--- config.mk ---
export PLATFORM = sky130hd
export DESIGN_NAME = trot_gait_angle_generator
export DESIGN_NICKNAME = d
export VERILOG_FILES = /design/src/design/tga_pkg.sv /design/src/design/tga_mul.sv /design/src/design/trot_gait_angle_generator.sv
export SDC_FILE = /design/constraint.sdc
export NUM_CORES = 1
export LEC_CHECK = 0
export BUFFER_PORTS_ARGS = -buffer_cell sky130_fd_sc_hd__buf_2
export CAP_MARGIN = 5
export CORE_MARGIN = 5
export CORE_UTILIZATION = 50
export DETAILED_ROUTE_END_ITERATION = 10
export PLACE_DENSITY = 0.73
export SKIP_CTS_REPAIR_TIMING = 1
export SLEW_MARGIN = 10
export SYNTH_ARGS = -nofsm -noshare
export SYNTH_HDL_FRONTEND = slang
export SYNTH_SLANG_ARGS = --single-unit
--- constraint.sdc ---
create_clock -name clk -period 12 [get_ports clk]
set_input_delay 1.8 -clock clk [delete_from_list [all_inputs] [get_ports clk]]
set_output_delay 1.8 -clock clk [all_outputs]
set_load 0.05 [all_outputs]
--- src/design/tga_pkg.sv ---
package tga_pkg;

  localparam int PHASE_BITS_DEF = 12;

  localparam int CFG_IDX_W  = 2;
  localparam int CFG_DATA_W = 12;

  localparam logic [CFG_IDX_W-1:0] REG_CENTER = 2'd0;
  localparam logic [CFG_IDX_W-1:0] REG_AMP    = 2'd1;
  localparam logic [CFG_IDX_W-1:0] REG_STEP   = 2'd2;
  localparam logic [CFG_IDX_W-1:0] REG_TURN   = 2'd3;

  localparam logic [7:0]  CENTER_RST = 8'd90;
  localparam logic [6:0]  AMP_RST    = 7'd30;
  localparam logic [11:0] STEP_RST   = 12'd82;
  localparam logic [8:0]  TURN_RST   = 9'd51;
  localparam logic [8:0]  FULL_SWING = 9'd256;

  localparam logic [2:0] MODE_STOP  = 3'd0;
  localparam logic [2:0] MODE_FWD   = 3'd1;
  localparam logic [2:0] MODE_BACK  = 3'd2;
  localparam logic [2:0] MODE_LEFT  = 3'd3;
  localparam logic [2:0] MODE_RIGHT = 3'd4;

  localparam logic [7:0] ANGLE_MAX = 8'd180;

  localparam int MUL_W      = 17;
  localparam int PROD_W     = 2 * MUL_W;
  localparam int FRAC_SHIFT = 23;

  typedef enum logic [3:0] {
    S_IDLE,
    S_INTERP,
    S_SINE,
    S_AMP_L,
    S_AMP_R,
    S_SW_L,
    S_SW_R,
    S_LEGS,
    S_DONE
  } tga_state_t;

  function automatic logic [14:0] quarter_sine(input logic [6:0] idx);
    logic [14:0] v;
    case (idx)
      7'd0:  v = 15'd0;     7'd1:  v = 15'd804;   7'd2:  v = 15'd1608;
      7'd3:  v = 15'd2410;  7'd4:  v = 15'd3212;  7'd5:  v = 15'd4011;
      7'd6:  v = 15'd4808;  7'd7:  v = 15'd5602;  7'd8:  v = 15'd6393;
      7'd9:  v = 15'd7179;  7'd10: v = 15'd7962;  7'd11: v = 15'd8739;
      7'd12: v = 15'd9512;  7'd13: v = 15'd10278; 7'd14: v = 15'd11039;
      7'd15: v = 15'd11793; 7'd16: v = 15'd12539; 7'd17: v = 15'd13279;
      7'd18: v = 15'd14010; 7'd19: v = 15'd14732; 7'd20: v = 15'd15446;
      7'd21: v = 15'd16151; 7'd22: v = 15'd16846; 7'd23: v = 15'd17530;
      7'd24: v = 15'd18204; 7'd25: v = 15'd18868; 7'd26: v = 15'd19519;
      7'd27: v = 15'd20159; 7'd28: v = 15'd20787; 7'd29: v = 15'd21403;
      7'd30: v = 15'd22005; 7'd31: v = 15'd22594; 7'd32: v = 15'd23170;
      7'd33: v = 15'd23731; 7'd34: v = 15'd24279; 7'd35: v = 15'd24811;
      7'd36: v = 15'd25329; 7'd37: v = 15'd25832; 7'd38: v = 15'd26319;
      7'd39: v = 15'd26790; 7'd40: v = 15'd27245; 7'd41: v = 15'd27683;
      7'd42: v = 15'd28105; 7'd43: v = 15'd28510; 7'd44: v = 15'd28898;
      7'd45: v = 15'd29268; 7'd46: v = 15'd29621; 7'd47: v = 15'd29956;
      7'd48: v = 15'd30273; 7'd49: v = 15'd30571; 7'd50: v = 15'd30852;
      7'd51: v = 15'd31113; 7'd52: v = 15'd31356; 7'd53: v = 15'd31580;
      7'd54: v = 15'd31785; 7'd55: v = 15'd31971; 7'd56: v = 15'd32137;
      7'd57: v = 15'd32285; 7'd58: v = 15'd32412; 7'd59: v = 15'd32521;
      7'd60: v = 15'd32609; 7'd61: v = 15'd32678; 7'd62: v = 15'd32728;
      7'd63: v = 15'd32757; 7'd64: v = 15'd32767;
      default: v = 15'd0;
    endcase
    return v;
  endfunction

endpackage

--- src/design/tga_mul.sv ---
module tga_mul (
  input  logic                              clk,
  input  logic signed [tga_pkg::MUL_W-1:0]  mul_a,
  input  logic signed [tga_pkg::MUL_W-1:0]  mul_b,
  output logic signed [tga_pkg::PROD_W-1:0] prod_r
);
  import tga_pkg::*;

  always_ff @(posedge clk) begin
    prod_r <= PROD_W'(mul_a) * PROD_W'(mul_b);
  end

endmodule

--- src/design/trot_gait_angle_generator.sv ---
// Trot gait angle generator: each accepted word is one gait tick that may carry a motion
// command (0 stop, 1 forward, 2 backward, 3 left, 4 right, anything larger stops), and it
// returns one word with four servo angles (0..180 degrees) and the mode in force. A tick in
// a moving mode runs from acceptance to the result register through one interpolation
// multiply for the sine, two amplitude-by-side-factor multiplies, two swing multiplies and
// one capture step, all on one shared 17x17 multiplier, then through the four legs in turn
// on one shared add/round/saturate unit, and then the load of the result. A tick in stop
// goes straight from acceptance to the result load. Each load returns to idle, and a new
// tick is taken only from idle, so the block never takes a new tick before the last is
// loaded. The input stalls while a tick is in work and while a finished tick waits for a
// full output register; a finished word waits in the output register and a new tick may be
// taken meanwhile. The phase advances by step_r after each moving tick and holds in stop.
module trot_gait_angle_generator #(
  parameter int PHASE_BITS = tga_pkg::PHASE_BITS_DEF
) (
  input  logic                               clk,
  input  logic                               rst_n,
  input  logic                               in_valid,
  output logic                               in_stall,
  input  logic                               in_command_valid,
  input  logic [7:0]                         in_mode,
  output logic                               out_valid,
  input  logic                               out_stall,
  output logic [7:0]                         out_front_left_angle,
  output logic [7:0]                         out_front_right_angle,
  output logic [7:0]                         out_back_left_angle,
  output logic [7:0]                         out_back_right_angle,
  output logic [2:0]                         out_current_mode,
  input  logic                               cfg_valid,
  output logic                               cfg_ready,
  input  logic [tga_pkg::CFG_IDX_W-1:0]      cfg_index,
  input  logic [tga_pkg::CFG_DATA_W-1:0]     cfg_data
);
  import tga_pkg::*;

  localparam logic signed [PROD_W-1:0] ROUND_HALF = PROD_W'(1) <<< (FRAC_SHIFT - 1);

  tga_state_t state_r, state_nxt;

  logic [7:0]            center_r;
  logic [6:0]            amp_r;
  logic [11:0]           step_r;
  logic [8:0]            turn_r;
  logic [2:0]            mode_r, mode_nxt;
  logic [PHASE_BITS-1:0] phase_r, phase_nxt;
  logic [1:0]            leg_cnt_r, leg_cnt_nxt;

  logic signed [15:0]    sine_r, sine_nxt;
  logic [15:0]           af_l_r, af_l_nxt;
  logic [15:0]           af_r_r, af_r_nxt;
  logic signed [31:0]    sw_l_r, sw_l_nxt;
  logic signed [31:0]    sw_r_r, sw_r_nxt;
  logic [7:0]            leg_ang_r [4];
  logic [7:0]            leg_ang_nxt [4];

  logic                  out_valid_r, out_valid_nxt;
  logic [7:0]            out_fl_r, out_fl_nxt;
  logic [7:0]            out_fr_r, out_fr_nxt;
  logic [7:0]            out_bl_r, out_bl_nxt;
  logic [7:0]            out_br_r, out_br_nxt;
  logic [2:0]            out_mode_r, out_mode_nxt;

  logic signed [MUL_W-1:0]  mul_a, mul_b;
  logic signed [PROD_W-1:0] prod_r;

  logic [15:0]        p16;
  logic [1:0]         quad;
  logic [14:0]        r_fold;
  logic [6:0]         tbl_idx;
  logic [7:0]         tbl_frac;
  logic [14:0]        tbl_lo, tbl_hi, tbl_diff, sine_mag;
  logic [8:0]         fac_l, fac_r;
  logic [7:0]         center_sat;
  logic [2:0]         cmd_mode;
  logic signed [31:0] sw_sel;
  logic               leg_neg;
  logic signed [PROD_W-1:0] leg_acc;
  logic [PROD_W-FRAC_SHIFT-1:0] leg_deg;
  logic [7:0]         leg_sat;

  tga_mul u_mul (
    .clk    (clk),
    .mul_a  (mul_a),
    .mul_b  (mul_b),
    .prod_r (prod_r)
  );

  assign cfg_ready = 1'b1;
  assign in_stall  = (state_r != S_IDLE);

  assign out_valid             = out_valid_r;
  assign out_front_left_angle  = out_fl_r;
  assign out_front_right_angle = out_fr_r;
  assign out_back_left_angle   = out_bl_r;
  assign out_back_right_angle  = out_br_r;
  assign out_current_mode      = out_mode_r;

  always_comb begin
    p16      = 16'(phase_r) << (16 - PHASE_BITS);
    quad     = p16[15:14];
    r_fold   = quad[0] ? (15'h4000 - {1'b0, p16[13:0]}) : {1'b0, p16[13:0]};
    tbl_idx  = r_fold[14:8];
    tbl_frac = r_fold[7:0];
    tbl_lo   = quarter_sine(tbl_idx);
    tbl_hi   = (tbl_idx < 7'd64) ? quarter_sine(tbl_idx + 7'd1) : tbl_lo;
    tbl_diff = tbl_hi - tbl_lo;
    sine_mag = tbl_lo + 15'(prod_r[17:8]);

    fac_l      = (mode_r == MODE_LEFT)  ? turn_r : FULL_SWING;
    fac_r      = (mode_r == MODE_RIGHT) ? turn_r : FULL_SWING;
    center_sat = (center_r > ANGLE_MAX) ? ANGLE_MAX : center_r;
    cmd_mode   = (in_mode <= 8'(MODE_RIGHT)) ? in_mode[2:0] : MODE_STOP;

    sw_sel  = leg_cnt_r[0] ? sw_r_r : sw_l_r;
    leg_neg = (leg_cnt_r[0] ^ leg_cnt_r[1]) ^ (mode_r == MODE_BACK);
    leg_acc = PROD_W'({center_r, {FRAC_SHIFT{1'b0}}}) + ROUND_HALF
            + (leg_neg ? -PROD_W'(sw_sel) : PROD_W'(sw_sel));
    leg_deg = leg_acc[PROD_W-1:FRAC_SHIFT];
    if (leg_acc[PROD_W-1]) begin
      leg_sat = 8'd0;
    end else if (leg_deg > (PROD_W-FRAC_SHIFT)'(ANGLE_MAX)) begin
      leg_sat = ANGLE_MAX;
    end else begin
      leg_sat = leg_deg[7:0];
    end
  end

  always_comb begin
    state_nxt    = state_r;
    mode_nxt     = mode_r;
    phase_nxt    = phase_r;
    leg_cnt_nxt  = leg_cnt_r;
    sine_nxt     = sine_r;
    af_l_nxt     = af_l_r;
    af_r_nxt     = af_r_r;
    sw_l_nxt     = sw_l_r;
    sw_r_nxt     = sw_r_r;
    leg_ang_nxt  = leg_ang_r;
    out_valid_nxt = out_valid_r && out_stall;
    out_fl_nxt   = out_fl_r;
    out_fr_nxt   = out_fr_r;
    out_bl_nxt   = out_bl_r;
    out_br_nxt   = out_br_r;
    out_mode_nxt = out_mode_r;
    mul_a        = '0;
    mul_b        = '0;

    case (state_r)
      S_IDLE: begin
        if (in_valid) begin
          if (in_command_valid) begin
            mode_nxt = cmd_mode;
          end
          if ((in_command_valid ? cmd_mode : mode_r) == MODE_STOP) begin
            for (int i = 0; i < 4; i++) begin
              leg_ang_nxt[i] = center_sat;
            end
            state_nxt = S_DONE;
          end else begin
            state_nxt = S_INTERP;
          end
        end
      end
      S_INTERP: begin
        mul_a     = MUL_W'(tbl_diff);
        mul_b     = MUL_W'(tbl_frac);
        state_nxt = S_SINE;
      end
      S_SINE: begin
        sine_nxt  = quad[1] ? -16'(sine_mag) : 16'(sine_mag);
        mul_a     = MUL_W'(amp_r);
        mul_b     = MUL_W'(fac_l);
        state_nxt = S_AMP_L;
      end
      S_AMP_L: begin
        af_l_nxt  = prod_r[15:0];
        mul_a     = MUL_W'(amp_r);
        mul_b     = MUL_W'(fac_r);
        state_nxt = S_AMP_R;
      end
      S_AMP_R: begin
        af_r_nxt  = prod_r[15:0];
        mul_a     = MUL_W'(af_l_r);
        mul_b     = MUL_W'(sine_r);
        state_nxt = S_SW_L;
      end
      S_SW_L: begin
        sw_l_nxt  = prod_r[31:0];
        mul_a     = MUL_W'(af_r_r);
        mul_b     = MUL_W'(sine_r);
        state_nxt = S_SW_R;
      end
      S_SW_R: begin
        sw_r_nxt    = prod_r[31:0];
        leg_cnt_nxt = 2'd0;
        state_nxt   = S_LEGS;
      end
      S_LEGS: begin
        leg_ang_nxt[leg_cnt_r] = leg_sat;
        leg_cnt_nxt = leg_cnt_r + 2'd1;
        if (leg_cnt_r == 2'd3) begin
          state_nxt = S_DONE;
        end
      end
      S_DONE: begin
        if (!out_valid_r || !out_stall) begin
          out_valid_nxt = 1'b1;
          out_fl_nxt    = leg_ang_r[0];
          out_fr_nxt    = leg_ang_r[1];
          out_bl_nxt    = leg_ang_r[2];
          out_br_nxt    = leg_ang_r[3];
          out_mode_nxt  = mode_r;
          if (mode_r != MODE_STOP) begin
            phase_nxt = phase_r + PHASE_BITS'(step_r);
          end
          state_nxt = S_IDLE;
        end
      end
      default: begin
        state_nxt = S_IDLE;
      end
    endcase
  end

  always_ff @(posedge clk) begin
    if (!rst_n) begin
      state_r     <= S_IDLE;
      mode_r      <= MODE_STOP;
      phase_r     <= '0;
      out_valid_r <= 1'b0;
      center_r    <= CENTER_RST;
      amp_r       <= AMP_RST;
      step_r      <= STEP_RST;
      turn_r      <= TURN_RST;
    end else begin
      state_r     <= state_nxt;
      mode_r      <= mode_nxt;
      phase_r     <= phase_nxt;
      out_valid_r <= out_valid_nxt;
      if (cfg_valid) begin
        case (cfg_index)
          REG_CENTER: center_r <= cfg_data[7:0];
          REG_AMP:    amp_r    <= cfg_data[6:0];
          REG_STEP:   step_r   <= cfg_data[11:0];
          REG_TURN:   turn_r   <= cfg_data[8:0];
          default: begin
          end
        endcase
      end
    end
  end

  always_ff @(posedge clk) begin
    leg_cnt_r  <= leg_cnt_nxt;
    sine_r     <= sine_nxt;
    af_l_r     <= af_l_nxt;
    af_r_r     <= af_r_nxt;
    sw_l_r     <= sw_l_nxt;
    sw_r_r     <= sw_r_nxt;
    leg_ang_r  <= leg_ang_nxt;
    out_fl_r   <= out_fl_nxt;
    out_fr_r   <= out_fr_nxt;
    out_bl_r   <= out_bl_nxt;
    out_br_r   <= out_br_nxt;
    out_mode_r <= out_mode_nxt;
  end

`ifndef ASSERT_OFF
  a_accept_starts_work: assert property (@(posedge clk) disable iff (!rst_n)
    (in_valid && !in_stall) |=> (state_r != S_IDLE))
    else $error("accepted tick did not start work");

  a_phase_moves_only_at_done: assert property (@(posedge clk) disable iff (!rst_n)
    (state_r != S_DONE) |=> $stable(phase_r))
    else $error("phase changed outside result load");

  a_angles_in_range: assert property (@(posedge clk) disable iff (!rst_n)
    out_valid_r |-> (out_fl_r <= ANGLE_MAX && out_fr_r <= ANGLE_MAX &&
                     out_bl_r <= ANGLE_MAX && out_br_r <= ANGLE_MAX))
    else $error("servo angle out of range");

  a_stop_holds_center: assert property (@(posedge clk) disable iff (!rst_n)
    (state_r == S_DONE && mode_r == MODE_STOP) |->
      (leg_ang_r[0] == center_sat && leg_ang_r[3] == center_sat))
    else $error("stop tick not at center");
`endif

endmodule
==> reports/qor.txt <==
Status -> finished clean
DR iter-0 viols -> 2,184
CTS Buffer Depth -> 3
Port Buffer Count -> 64
Cell taking the most area after synthesis -> edfxtp_1
Worst path max stage delay -> 0.54 ns
Remaining DRCs -> 0
Largest net degree at the start of global routing -> 55
Site Rows -> 81
Mapped Cells -> 2,733
DR vias -> 20,790
Ys flop type -> edfxtp_1
Commonest non-fill, non-tap cells in the layout -> inv_1, nor2_1, nand2_1, fa_1, edfxtp_1
Setup WS pre-CTS -> 0.01143 ns
Placer Congestion -> 0.9682
Die X -> 231.7 um
Max-cap violations -> 0
Final setup margin -> 0.4217 ns
Syn Area/Cell -> 8.993 um^2
Buf/Inv on CP -> 10
WP data arrival -> 11.98 ns
Fin util -> 56.06%
Post-synthesis sequential area ratio -> 29.28%
Main combinational cell family by area after synthesis -> adder cells
Cell Int Power -> 1.505 mW
Initial antenna violation count -> 1
Clock root cell -> clkbuf_16
Global Route Usage Sum -> 27.35%
Placed instance area -> 26,060 um^2
Fmax achieved -> 86.37 MHz
I/O pins -> 66
CP Class -> register to register
Final min period -> 11.58 ns
Drt total wl -> 74.92 mm
Vias in the first global route -> 20,840
Yosys reg bits -> 269
Cells taking the most area after synthesis -> edfxtp_1, fa_1, ha_1
Power Dens Cells -> 71.10 nW/um^2
CTS H-tree depth -> 1
Clock Latency Late Sink -> 0.55 ns
NumNets Final -> 3,231
Seq pwr share -> 52.5%
Die ar. -> 53,690 um^2
Share of the synthesized area in the top cell type -> 22.11%
Power Total -> 1.943 mW
Vias per cell -> 5.948
Mux contribution to synthesized area -> 1.283%
Clk pwr share -> 41.9%
Yosys Warn Count -> 0
Slew Limit Fails -> 0
Final setup fails -> 0
Diodes inserted -> 0
Hpwl dp -> 57.88 mm
Hold_ws -> 0.4151 ns
Most frequent CP cell -> fa_1
Comb pwr share -> 5.6%
Post-route insts no fill -> 3,495
Post-route ant nets -> 0
Slew headroom -> 23.96%
CTS Buf Count -> 26
Synth Area in XOR/XNOR -> 3.416%
Distinct cells, synth -> 93
Placed insts -> 3,427
DRT Pass-1 Iters -> 8
Leak pwr -> 11.67 nW
Complex-gate fraction of the synthesized area -> 16.29%
WL/cell -> 21.44 um
Die height -> 231.7 um
Share of cells above drive strength 1 -> 11.48%
Post-synth EDFFs -> 181
Crit path launch type -> register
Adder-Cell Fraction of Synth Area -> 26.41%
Worst hold path class -> register to register
CP endpoint kind -> register
Commonest non-fill, non-tap cell in the layout -> inv_1
Setup TNS -> 0 ns
First-pass GRT wire length -> 117.3 mm
Core area -> 48,750 um^2
Top delay family on crit path -> adder cells
Final Cycle Share -> 96.49%
Psw -> 0.4382 mW
Skew final -> 0.02160 ns
VDD IR-drop max -> 0.1392 mV
Final hold vios -> 0
Initial Util -> 50.42%
Area delta synth->final -> 11.20%
Slowest CP cell -> fa_1
Layout fillers -> 4,275
Endpoint required time on the critical path -> 12.40 ns
Netlist area before placement -> 24,580 um^2
Net Sw Frac -> 22.55%
Crit path max fanout -> 18
Post-Synth Simple-Gate Area -> 15.74%
Final Cell Area -> 27,330 um^2
Async S/R FF share, synth -> 0%
Mapped Nets -> 3,152
Clk sink count -> 269
Clk slew on worst S/H paths -> 0.06 ns
CTS tree -> yes
Actual slew at the worst max-slew pin -> 1.141 ns
GRT overflow -> 0
## power groups by stage
stage	Clock (mW)	Combinational, mW	Sequential (mW)
6_report	0.815	0.109	1.02
5_1_grt	0.868	0.116	1.02
4_1_cts	0.823	0.107	1.02
3_5_place_dp	0	0.106	1.04
3_3_place_gp	0	0.104	1.04
2_1_floorplan	0	0.0488	1.06
## final timing paths
kind / start / endpoint / slack (ns) / cells after the start
worst max-delay path: phase_r[2]$_SDFFE_PN0P_ / u_mul.prod_r[30]$_DFF_P_ / 0.42 / 49
worst min-delay path: leg_ang_r[27]$_DFFE_PP_ / out_front_left_angle[3]$_DFFE_PP_ / 0.42 / 0
worst max register to register: phase_r[2]$_SDFFE_PN0P_ / u_mul.prod_r[30]$_DFF_P_ / 0.42 / 49
worst min register to register: leg_ang_r[27]$_DFFE_PP_ / out_front_left_angle[3]$_DFFE_PP_ / 0.42 / 0
## synth_stat cells, drive strengths merged (24+ instances only)
master	instances
xor2	24
a21oi	155
o21ai	150
edfxtp	181
xnor2	71
a31oi	30
dfxtp	88
nand3	34
a22oi	24
a21o	27
fa	213
ha	178
nor2	305
nor3	46
clkbuf	120
nand2	283
mux2i	27
inv	346
nand2b	26
## flip-flops by register name, summed over array words and instances, names as in the netlist, 7 cells and up
name / flops
out_front_left_angle: 8
amp_r: 7
sine_r: 16
af_l_r: 16
out_back_right_angle: 8
sw_l_r: 32
out_front_right_angle: 8
out_back_left_angle: 8
af_r_r: 16
phase_r: 12
u_mul.prod_r: 32
leg_ang_r: 32
turn_r: 9
sw_r_r: 32
step_r: 12
center_r: 8
## metal layers
layer | global-route usage [%] | vias up | part of all wire [%]
li1 | - | 9514 | -
met1 | 36.13 | 10010 | 40
met2 | 45.10 | 1021 | 47
met3 | 4.329 | 239 | 8.2
met4 | 11.43 | 2 | 5.1
met5 | 0 | - | 0.017
## layout make-up
cell class | count | area [um^2] | share of cell area, %
Clock buffer | 31 | 669.4 | 2.449
Sequential cell | 269 | 7202 | 26.35
Multi-Input combinational cell | 1976 | 15830 | 57.91
Timing Repair Buffer | 192 | 1299 | 4.752
Inverter | 347 | 1315 | 4.812
Tap cell | 664 | 830.8 | 3.040
Clock inverter | 16 | 187.7 | 0.6867
## cell families after synthesis
group           after synthesis
simple gates                848
compound gates              609
buf+inv                     489
fa+ha+maj                   391
flops                       269
xor+xnor                     95
mux                          31
other cells                   1
(Power assumes the default switching activity.)
